**config.mk**
```make
export PLATFORM = sky130hd
export DESIGN_NAME = double_ended_queue_core
export DESIGN_NICKNAME = d
export VERILOG_FILES = /design/src/sv/deq_pkg.sv /design/src/sv/deq_ctrl.sv /design/src/sv/deq_datapath.sv /design/src/sv/double_ended_queue_core.sv
export SDC_FILE = /design/constraint.sdc
export NUM_CORES = 1
export LEC_CHECK = 0
export BUFFER_PORTS_ARGS = -buffer_cell sky130_fd_sc_hd__buf_4
export CAP_MARGIN = 20
export CORE_MARGIN = 1
export CORE_UTILIZATION = 62
export DETAILED_ROUTE_END_ITERATION = 6
export GPL_TIMING_DRIVEN = 0
export MAX_ROUTING_LAYER = met4
export PLACE_DENSITY = 0.92
export SETUP_SLACK_MARGIN = 0.4
export SLEW_MARGIN = 5
export SYNTH_ARGS = -nofsm -noshare
export SYNTH_HDL_FRONTEND = slang
export SYNTH_HIERARCHICAL = 1
export SYNTH_SLANG_ARGS = --single-unit
```
**constraint.sdc**
```tcl
create_clock -name i_clk -period 7.4 [get_ports i_clk]
set_input_delay 1.48 -clock i_clk [delete_from_list [all_inputs] [get_ports i_clk]]
set_output_delay 1.48 -clock i_clk [all_outputs]
set_load 0.005 [all_outputs]
```
**src/sv/deq_pkg.sv**
```systemverilog
// shared types and codes for the double-ended queue core
package deq_pkg;

    localparam int WORD_W   = 32;
    localparam int REQ_W    = 2;
    localparam int STATUS_W = 2;

    // request codes
    localparam logic [REQ_W-1:0] REQ_INSERT = 2'd0;
    localparam logic [REQ_W-1:0] REQ_REMOVE = 2'd1;
    localparam logic [REQ_W-1:0] REQ_PEEK   = 2'd2;

    // status codes
    localparam logic [STATUS_W-1:0] ST_OK    = 2'd0;
    localparam logic [STATUS_W-1:0] ST_EMPTY = 2'd1;
    localparam logic [STATUS_W-1:0] ST_FULL  = 2'd2;

    // sequencer states
    typedef enum logic [1:0] {
        S_IDLE,
        S_EXEC,
        S_OUT
    } t_state;

    // commands from the controller to the datapath
    typedef struct packed {
        logic latch;
        logic exec;
    } t_cmd;

endpackage

```
**src/sv/deq_ctrl.sv**
```systemverilog
// request sequencer for the double-ended queue core
module deq_ctrl (
    input  logic        i_clk,
    input  logic        i_rst_n,
    input  logic        i_valid,
    output logic        o_ready,
    output logic        o_valid,
    input  logic        i_ready,
    output deq_pkg::t_cmd o_cmd
);
    import deq_pkg::*;

    t_state r_state;
    t_state n_state;

    // state register
    always_ff @(posedge i_clk) begin
        if (!i_rst_n) begin
            r_state <= S_IDLE;
        end else begin
            r_state <= n_state;
        end
    end

    // next state and commands
    always_comb begin
        n_state     = r_state;
        o_cmd.latch = 1'b0;
        o_cmd.exec  = 1'b0;
        o_ready     = 1'b0;
        o_valid     = 1'b0;
        case (r_state)
            S_IDLE: begin
                o_ready = 1'b1;
                if (i_valid) begin
                    o_cmd.latch = 1'b1;
                    n_state     = S_EXEC;
                end
            end
            S_EXEC: begin
                o_cmd.exec = 1'b1;
                n_state    = S_OUT;
            end
            S_OUT: begin
                o_valid = 1'b1;
                if (i_ready) begin
                    n_state = S_IDLE;
                end
            end
            default: begin
                n_state = S_IDLE;
            end
        endcase
    end

endmodule

```
**src/sv/deq_datapath.sv**
```systemverilog
// entry store, pointers and result registers of the double-ended queue core
module deq_datapath #(
    parameter int DEPTH = 16,
    parameter int PW    = $clog2(DEPTH),
    parameter int CW    = $clog2(DEPTH + 1)
) (
    input  logic                           i_clk,
    input  logic                           i_rst_n,
    input  deq_pkg::t_cmd                  i_cmd,
    input  logic [deq_pkg::REQ_W-1:0]      i_req_type,
    input  logic                           i_at_back,
    input  logic signed [deq_pkg::WORD_W-1:0] i_word_in,
    output logic signed [deq_pkg::WORD_W-1:0] o_word_out,
    output logic [deq_pkg::STATUS_W-1:0]   o_status,
    output logic [CW-1:0]                  o_entry_count
);
    import deq_pkg::*;

    localparam logic [CW:0]   DEPTH_S = (CW + 1)'(DEPTH);
    localparam logic [CW-1:0] DEPTH_C = CW'(DEPTH);
    localparam logic [PW-1:0] LAST_P  = PW'(DEPTH - 1);

    // latched request
    logic [REQ_W-1:0]        r_req;
    logic                    r_back;
    logic [WORD_W-1:0]       r_word;

    // queue state
    logic [PW-1:0]           r_head;
    logic [CW-1:0]           r_count;
    logic [PW-1:0]           n_head;
    logic [CW-1:0]           n_count;

    // result
    logic [WORD_W-1:0]       r_res_word;
    logic [STATUS_W-1:0]     r_res_status;
    logic                    r_use_mem;
    logic [WORD_W-1:0]       n_res_word;
    logic [STATUS_W-1:0]     n_res_status;
    logic                    n_use_mem;

    // memory
    logic [WORD_W-1:0]       r_mem [DEPTH];
    logic [WORD_W-1:0]       r_rd_data;
    logic                    w_we;
    logic                    w_re;
    logic [PW-1:0]           w_addr;

    logic                    w_full;
    logic                    w_empty;
    logic [CW:0]             w_tail_sum;
    logic [CW:0]             w_back_sum;
    logic [PW-1:0]           w_tail;
    logic [PW-1:0]           w_back_idx;
    logic [PW-1:0]           w_head_dec;
    logic [PW-1:0]           w_head_inc;

    // capture the request
    always_ff @(posedge i_clk) begin
        if (i_cmd.latch) begin
            r_req  <= i_req_type;
            r_back <= i_at_back;
            r_word <= i_word_in;
        end
    end

    // circular index arithmetic
    assign w_full     = (r_count == DEPTH_C);
    assign w_empty    = (r_count == '0);
    assign w_tail_sum = (CW + 1)'(r_head) + {1'b0, r_count};
    assign w_back_sum = (CW + 1)'(r_head) + {1'b0, r_count - 1'b1};
    assign w_tail     = (w_tail_sum >= DEPTH_S) ? PW'(w_tail_sum - DEPTH_S) : PW'(w_tail_sum);
    assign w_back_idx = (w_back_sum >= DEPTH_S) ? PW'(w_back_sum - DEPTH_S) : PW'(w_back_sum);
    assign w_head_dec = (r_head == '0) ? LAST_P : r_head - 1'b1;
    assign w_head_inc = (r_head == LAST_P) ? '0 : r_head + 1'b1;

    // decode the request
    always_comb begin
        n_head       = r_head;
        n_count      = r_count;
        n_res_word   = '0;
        n_res_status = ST_OK;
        n_use_mem    = 1'b0;
        w_we         = 1'b0;
        w_re         = 1'b0;
        w_addr       = r_back ? w_back_idx : r_head;
        case (r_req)
            REQ_INSERT: begin
                n_res_word = r_word;
                if (w_full) begin
                    n_res_status = ST_FULL;
                end else begin
                    w_we    = 1'b1;
                    n_count = r_count + 1'b1;
                    if (r_back) begin
                        w_addr = w_tail;
                    end else begin
                        w_addr = w_head_dec;
                        n_head = w_head_dec;
                    end
                end
            end
            REQ_REMOVE, REQ_PEEK: begin
                if (w_empty) begin
                    n_res_status = ST_EMPTY;
                end else begin
                    w_re      = 1'b1;
                    n_use_mem = 1'b1;
                    if (r_req == REQ_REMOVE) begin
                        n_count = r_count - 1'b1;
                        if (!r_back) begin
                            n_head = w_head_inc;
                        end
                    end
                end
            end
            default: begin
                n_res_status = ST_OK;
            end
        endcase
    end

    // pointer and count registers
    always_ff @(posedge i_clk) begin
        if (!i_rst_n) begin
            r_head  <= '0;
            r_count <= '0;
        end else if (i_cmd.exec) begin
            r_head  <= n_head;
            r_count <= n_count;
        end
    end

    // result registers
    always_ff @(posedge i_clk) begin
        if (i_cmd.exec) begin
            r_res_word   <= n_res_word;
            r_res_status <= n_res_status;
            r_use_mem    <= n_use_mem;
        end
    end

    // entry store with registered read
    always_ff @(posedge i_clk) begin
        if (i_cmd.exec && w_we) begin
            r_mem[w_addr] <= r_word;
        end
        if (i_cmd.exec && w_re) begin
            r_rd_data <= r_mem[w_addr];
        end
    end

    // result item
    assign o_word_out    = r_use_mem ? r_rd_data : r_res_word;
    assign o_status      = r_res_status;
    assign o_entry_count = r_count;

endmodule

```
**src/sv/double_ended_queue_core.sv**
```systemverilog
// top level of the double-ended queue core
// A bounded double-ended queue of signed 32-bit words held in a circular store.
// Input channel (i_valid / o_ready) carries one request item: req_type selects
// insert, remove or peek, at_back picks the end, word_in is the word to insert.
// Output channel (o_valid / i_ready) returns one result item per request: the
// removed or peeked word (insert echoes its word), a status code and the entry
// count after the request. A full insert is dropped with status full; a remove
// or peek on an empty queue gives word 0 and status empty.
// After the accepting edge the sequencer passes through its execute state,
// which updates the pointers and reads the store into a register, then it
// raises o_valid. The sequencer runs each request through the single store
// port in turn and takes no new item before the last result item is taken.
// While the result item waits for i_ready the block holds it and takes no new
// item. Reset (i_rst_n low, synchronous) empties the queue and sets the head to
// zero; store contents are not cleared and need no clearing pass.
module double_ended_queue_core #(
    parameter int DEPTH = 16
) (
    input  logic                                 i_clk,
    input  logic                                 i_rst_n,
    input  logic                                 i_valid,
    output logic                                 o_ready,
    input  logic [deq_pkg::REQ_W-1:0]            i_req_type,
    input  logic                                 i_at_back,
    input  logic signed [deq_pkg::WORD_W-1:0]    i_word_in,
    output logic                                 o_valid,
    input  logic                                 i_ready,
    output logic signed [deq_pkg::WORD_W-1:0]    o_word_out,
    output logic [deq_pkg::STATUS_W-1:0]         o_status,
    output logic [$clog2(DEPTH + 1)-1:0]         o_entry_count
);
    import deq_pkg::*;

    localparam int CW = $clog2(DEPTH + 1);

    t_cmd w_cmd;

    // sequencer
    deq_ctrl u_ctrl (
        .i_clk   (i_clk),
        .i_rst_n (i_rst_n),
        .i_valid (i_valid),
        .o_ready (o_ready),
        .o_valid (o_valid),
        .i_ready (i_ready),
        .o_cmd   (w_cmd)
    );

    // store and pointers
    deq_datapath #(
        .DEPTH (DEPTH),
        .PW    ($clog2(DEPTH)),
        .CW    (CW)
    ) u_datapath (
        .i_clk         (i_clk),
        .i_rst_n       (i_rst_n),
        .i_cmd         (w_cmd),
        .i_req_type    (i_req_type),
        .i_at_back     (i_at_back),
        .i_word_in     (i_word_in),
        .o_word_out    (o_word_out),
        .o_status      (o_status),
        .o_entry_count (o_entry_count)
    );

endmodule
```
==> results of run 1 <==
## area by class of cell
type                    count  area (um^2)
well taps                 525          657
plain buffers              71          462
flip-flops and latches    625        18700
clock inverters            30          214
repair buffers            118         1140
diodes                      1         2.50
multi-input cells         684         6470
clock buffers              73         1530
fillers                  2161        11000
inverters                  14         52.6
## worst register-to-register path, stage by stage (launching register included)
cell,delay [ns]
edfxtp_1,0.40
inv_1,0.10
ha_1,0.14
clkbuf_1,0.51
o21a_1,0.23
buf_2,0.24
nand2_1,0.10
xnor2_1,0.14
o21ai_0,0.61
buf_2,0.52
buf_1,0.56
nand2_1,0.43
nor2_4,0.71
buf_16,0.25
## metal layers
metal,GRT usage,vias to the layer above,wire [um],part of all wire
li1,-,5765,-,-
met1,0.345,6830,20900,0.35
met2,0.484,904,29800,0.50
met3,0.0562,219,5350,0.090
met4,0.167,0,3190,0.054
met5,-,-,0,0
## final timing paths
| kind | from | end | cells after the start |
|---|---|---|---|
| min reg2reg | u_datapath/o_entry_count[4] | u_datapath/o_status[1] | 2 |
| max reg2reg | u_datapath/r_req[0] | u_datapath/r_mem[14][18] | 13 |
| max | u_datapath/r_req[0] | u_datapath/r_mem[14][18] | 13 |
| min | u_datapath/o_entry_count[4] | u_datapath/o_status[1] | 2 |
## placed cells by master (no fill, tap or decap), types with 9 or more instances in the layout
cell,instances
and2_1,37
clkbuf_16,59
buf_6,30
edfxtp_1,614
buf_4,96
clkinv_2,11
a21oi_1,11
buf_2,27
dfxtp_1,11
buf_16,9
clkbuf_1,29
ha_1,14
mux2_2,32
nand2_1,12
mux2i_1,485
clkinv_1,14
nor2_1,13
xnor2_1,10
inv_1,14
## synth_stat cells (2+ instances only)
cell type  number  area [um^2]
a21boi_0        3         22.5
or3_1           2         12.5
o21ai_0         6         30.0
dfxtp_1        11          220
o211ai_1        3         22.5
xnor2_1        10         87.6
ha_1           14          175
xor2_1          4         35.0
edfxtp_1      614        18400
mux2i_1       485         4850
nand4_1         2         12.5
a21oi_1        11         55.1
o21a_1          3         22.5
nand2_1        12         45.0
buf_6          21          236
mux2_2         32          360
nor3_1         10         50.1
and2_1         38          238
nand3_1         3         15.0
o31ai_1         3         22.5
buf_1           7         26.3
nor2_1         21         78.8
buf_2          27          135
nor2b_1         2         12.5
fa_1            2         40.0
clkbuf_1       15         56.3
inv_1          14         52.6
## kinds of logic (layout without fill, tap and decap cells)
| group | after synthesis | count (layout) | synth area share |
|---|---|---|---|
| muxes | 519 | 519 | 0.206 |
| DFF | 625 | 625 | 0.731 |
| AOI/OAI and AO/OA | 36 | 36 | 0.00902 |
| and+or+nand+nor | 99 | 99 | 0.0211 |
| buffers and inverters | 85 | 306 | 0.0201 |
| xor gates and xnor gates | 14 | 14 | 0.00480 |
| other | 0 | 1 | 0 |
| adders and majority gates | 16 | 16 | 0.00843 |
## stage by stage
stage                      util  power [mW]  TNS, ns  setup slack (ns)
after floorplan               -        4.86        0              2.25
after global placement    0.666        5.13  -103.34            -0.636
after detailed placement  0.683        5.21        0              2.44
after CTS                 0.726        7.98        0              2.31
after global routing      0.726        8.16        0              2.01
final                     0.726        7.98        0              2.14
## registers in the layout (all words and copies together), names as in the netlist
name                      cells
u_datapath/r_use_mem          1
u_datapath/o_status           2
u_datapath/o_entry_count      5
u_datapath/r_res_word        32
u_datapath/r_head             4
u_datapath/r_back             1
u_datapath/r_mem            512
u_datapath/r_req              2
u_datapath/r_word            32
u_ctrl/r_state                2
u_datapath/r_rd_data         32
## power by group
part | switching [mW] | internal (mW)
sequential | 0.0622 | 3.96
clock | 1.24 | 1.55
combinational | 0.666 | 0.488
==> qor.csv, run 1 <==
metric,value,unit
hold_viol,0,
avgSynthCellArea,18.3,um^2
num_rows,73,
hold_class,reg -> reg,
ant_nets,0,
rrSetupSlack,2.14,ns
fin_crit_sh,0.711,
numPlacedInstances,2036,
wl_per_cell,27.6,um
cts_max_level,2,
cts_setup_buffers,0,
syn_nets,1449,
endpoint_kind,register,
synth-seq-cells,625,
crit_type,reg -> reg,
clkTransAtPathRegs,0.06,ns
cts_tree,yes,
status,finished clean,
cellPowerDensity,273,nW/um^2
min_period,5.26,ns
clk_path_buf_depth,3,
clk_latency,0.62,ns
rsz0062_at_grt,false,
p_leak,10.8,nW
skew,0.0133,ns
core_area,40200,um^2
initial_core_util,0.635,
syn2layout_area_growth,14.3,%
wirelength,59200,um
vias_per_cell,6.41,
syn_inst,1394,
antenna_found_initial,3,
portBuffers,79,
grt_pass1_vias,14300,
crit_arrival,5.57,ns
cp_slowest_stage_delay,0.71,ns
cts_hold_buf,0,
crit_buf_inv,6,
yosys_warnings,6,
die-area,42000,um^2
ir_drop,215,uV
holdWs,0.649,ns
slowest_stage,nor2_4,
async_flop_share,0,
synth_edf_count,614,
synth_flop_cell,edfxtp_1,
drc,0,
cp.required,7.71,ns
vias,13700,
worst_path_dominant_cell_family,buffers and inverters,
place_area,27400,um^2
cts_root_buf,clkbuf_16,
drv_cap,0,
grt_max_degree,25,
syn_area,25500,um^2
grt_overflow,0,
die_y,205,um
max_slew_margin,0.293,
crit_fanout,17,
grt_pass1_wl,86300,um
critPathLaunchType,register,
ioPinCount,80,
stdcell_count,2141,
fin_area,29200,um^2
die-width,205,um
ys_types,46,
cts_sinks,625,
cts_made_buffers,58,
cp_cell_sequence,inv_1 > ha_1 > clkbuf_1 > o21a_1 > buf_2 > nand2_1 > xnor2_1 > o21ai_0 > buf_2 > buf_1 > nand2_1 > nor2_4 > buf_16,
firstDrtPassIters,5,
fin_nets,1627,
yosysSeqAreaShare,0.731,
first_iter_violations,1694,
setup_viol,0,
slew_viol_final,0,
tightest_slew,1.06,ns
postCtsResizedCells,0,
layout-drive-gt1-share,0.183,
dp_hpwl,37000,um
gp_congestion,0.858,
clock.fmax,0.190,GHz
grt_usage,0.296,
Power figures use the tool's default switching activity.
==> run 2, diff against run 1 <==
Clock period 7.4 ns to 5.5 ns, I/O delays scaled along.
==> qor.csv, run 2 (same netlist as run 1, synthesis figures left out) <==
metric,value,unit,change
slew_viol_final,0,,unchanged
ioPinCount,80,,unchanged
drc,0,,unchanged
switching_share,0.253,,+0.00628
cts_made_buffers,58,,unchanged
status,finished clean,,
clkTransAtPathRegs,0.07,ns,about the same
pwr-share-comb,0.147,,+0.002
crit_arrival,5.71,ns,+0.14 ns
core_area,40200,um^2,unchanged
die-area,42000,um^2,unchanged
crit_fanout,10,,-7
largest_reg_flops,512,,unchanged
tightest_slew,1.13,ns,+0.0728 ns
stdcell_count,2151,,+0.47%
first_iter_violations,1892,,+12%
p_leak,10.9,nW,+0.73%
cp.required,5.80,ns,-1.91 ns
cts_tree,yes,,
grt_pass1_vias,14300,,unchanged
power_frac_seq,0.500,,-0.005
num_rows,73,,unchanged
setup_tns,0,ns,unchanged
cts_root_buf,clkbuf_16,,
worstReg2RegStart,u_datapath/r_req[1],,
vias,14100,,+2.5%
drv_cap,0,,unchanged
antenna_found_initial,2,,-1
layout_commonest_cell,edfxtp_1,,
max_slew_margin,0.245,,-0.0485
power.share.clock,0.353,,+0.002
cts_max_level,2,,unchanged
setup_viol,0,,unchanged
cts_hold_buf,0,,unchanged
grt_usage,0.296,,unchanged
hold_class,in -> reg,,
largest-register,u_datapath/r_mem,,
crit_type,reg -> reg,,
numPlacedInstances,2036,,unchanged
skew,0.0291,ns,+0.0159 ns
crit_start,u_datapath/r_req[1],,
gp_congestion,0.858,,unchanged
firstDrtPassIters,6,,+1
cts_sinks,625,,unchanged
final_cell_mix,"edfxtp_1 (614), mux2i_1 (485), buf_4 (98), clkbuf_16 (59), and2_1 (37)",,
fin_nets,1637,,+0.61%
grt_pass1_wl,86300,um,unchanged
fin_crit_sh,0.982,,+0.271
syn2layout_area_growth,15.0,%,
initial_core_util,0.635,,unchanged
die-width,205,um,unchanged
layout-drive-gt1-share,0.188,,+0.00503
portBuffers,79,,unchanged
endpoint_kind,register,,
wirelength,63500,um,+7.3%
ir_drop,291,uV,+36%
internal_power,8.08,mW,+35%
critPathLaunchType,register,,
vias_per_cell,6.54,,+2.0%
hold_viol,0,,unchanged
cellPowerDensity,369,nW/um^2,+35%
fillers,2137,,-1.1%
clk_path_buf_depth,3,,unchanged
p_switching,2.74,mW,+39%
grt_max_degree,25,,unchanged
rsz0062_at_grt,true,,
die_y,205,um,unchanged
grt_overflow,0,,unchanged
clock.fmax,0.185,GHz,-2.6%
hp-start,i_word_in[28],,
wl_per_cell,29.5,um,+6.8%
clk_latency,0.62,ns,about the same
ant_nets,0,,unchanged
min_period,5.40,ns,+0.140 ns
dp_hpwl,37000,um,unchanged
run 2: cell count changes in the layout (fill, tap and decap cells not counted), sizes merged:
cell	delta
buf	+10
run 2: cell type report:
| cell class | instances | area (um^2) | share of cell area |
|---|---|---|---|
| antenna | 1 | 2.50 | 0.0000852 |
| tap | 525 | 657 | 0.0224 |
| multi-input combinational | 684 | 6480 | 0.221 |
| buffer | 71 | 462 | 0.0157 |
| clock inverter | 30 | 214 | 0.00728 |
| inverter | 14 | 52.6 | 0.00179 |
| sequential | 625 | 18700 | 0.635 |
| clock buffer | 73 | 1530 | 0.0521 |
| timing repair buffer | 128 | 1320 | 0.0449 |
run 2: worst max-delay path, stage by stage (launching register included):
cell      delay, ns
edfxtp_1       0.47
inv_1          0.09
ha_1           0.13
clkbuf_1       0.52
o21ai_1        0.39
xnor2_1        0.23
mux2i_2        0.50
buf_2          0.42
buf_2          0.40
nand4_1        0.43
nor3_2         0.88
buf_4          0.39
buf_6          0.20
run 2: what timing repair did:
item,CTS,global route
setup buffers,0,10
endpoints found under the setup margin,0,290
gates resized for setup,0,1
run 2: worst paths after layout:
| check | to | slack [ns] | cells past startpoint |
|---|---|---|---|
| hold / removal | u_datapath/r_word[28] | 0.66 | 1 |
| setup reg to reg | u_datapath/r_mem[2][16] | 0.1 | 12 |
| setup / recovery | u_datapath/r_mem[2][16] | 0.1 | 12 |
| hold reg to reg | u_datapath/o_status[1] | 0.68 | 2 |
run 2: power groups by stage:
stage / clock network (mW) / logic, mW / registers [mW]
after floorplan: 0 / 1.06 / 5.48
after global placement: 0 / 1.41 / 5.50
after detailed placement: 0 / 1.50 / 5.51
after CTS: 3.79 / 1.53 / 5.41
after global routing: 4.00 / 1.63 / 5.42
final: 3.82 / 1.59 / 5.42
run 2: routing by layer:
layer | wire length (um) | GRT usage | vias to the layer above
met5 | 0 | - | -
met4 | 3290 | 0.167 | 0
met3 | 6270 | 0.0562 | 254
met2 | 32000 | 0.484 | 1064
met1 | 22000 | 0.345 | 6948
li1 | - | - | 5791
run 2: through the flow:
step / power (mW) / util / hold slack, ns / setup WS (ns) / area (um^2)
final: 10.8 / 0.731 / 0.658 / 0.0967 / 29400
after global routing: 11.1 / 0.731 / 0.641 / 0.125 / 29400
after CTS: 10.7 / 0.726 / 0.637 / 0.410 / 29200
after detailed placement: 7.01 / 0.683 / 0.635 / 0.542 / 27400
after global placement: 6.91 / 0.666 / 0.621 / -2.54 / 26800
after floorplan: 6.54 / - / 0.604 / 0.352 / 25500
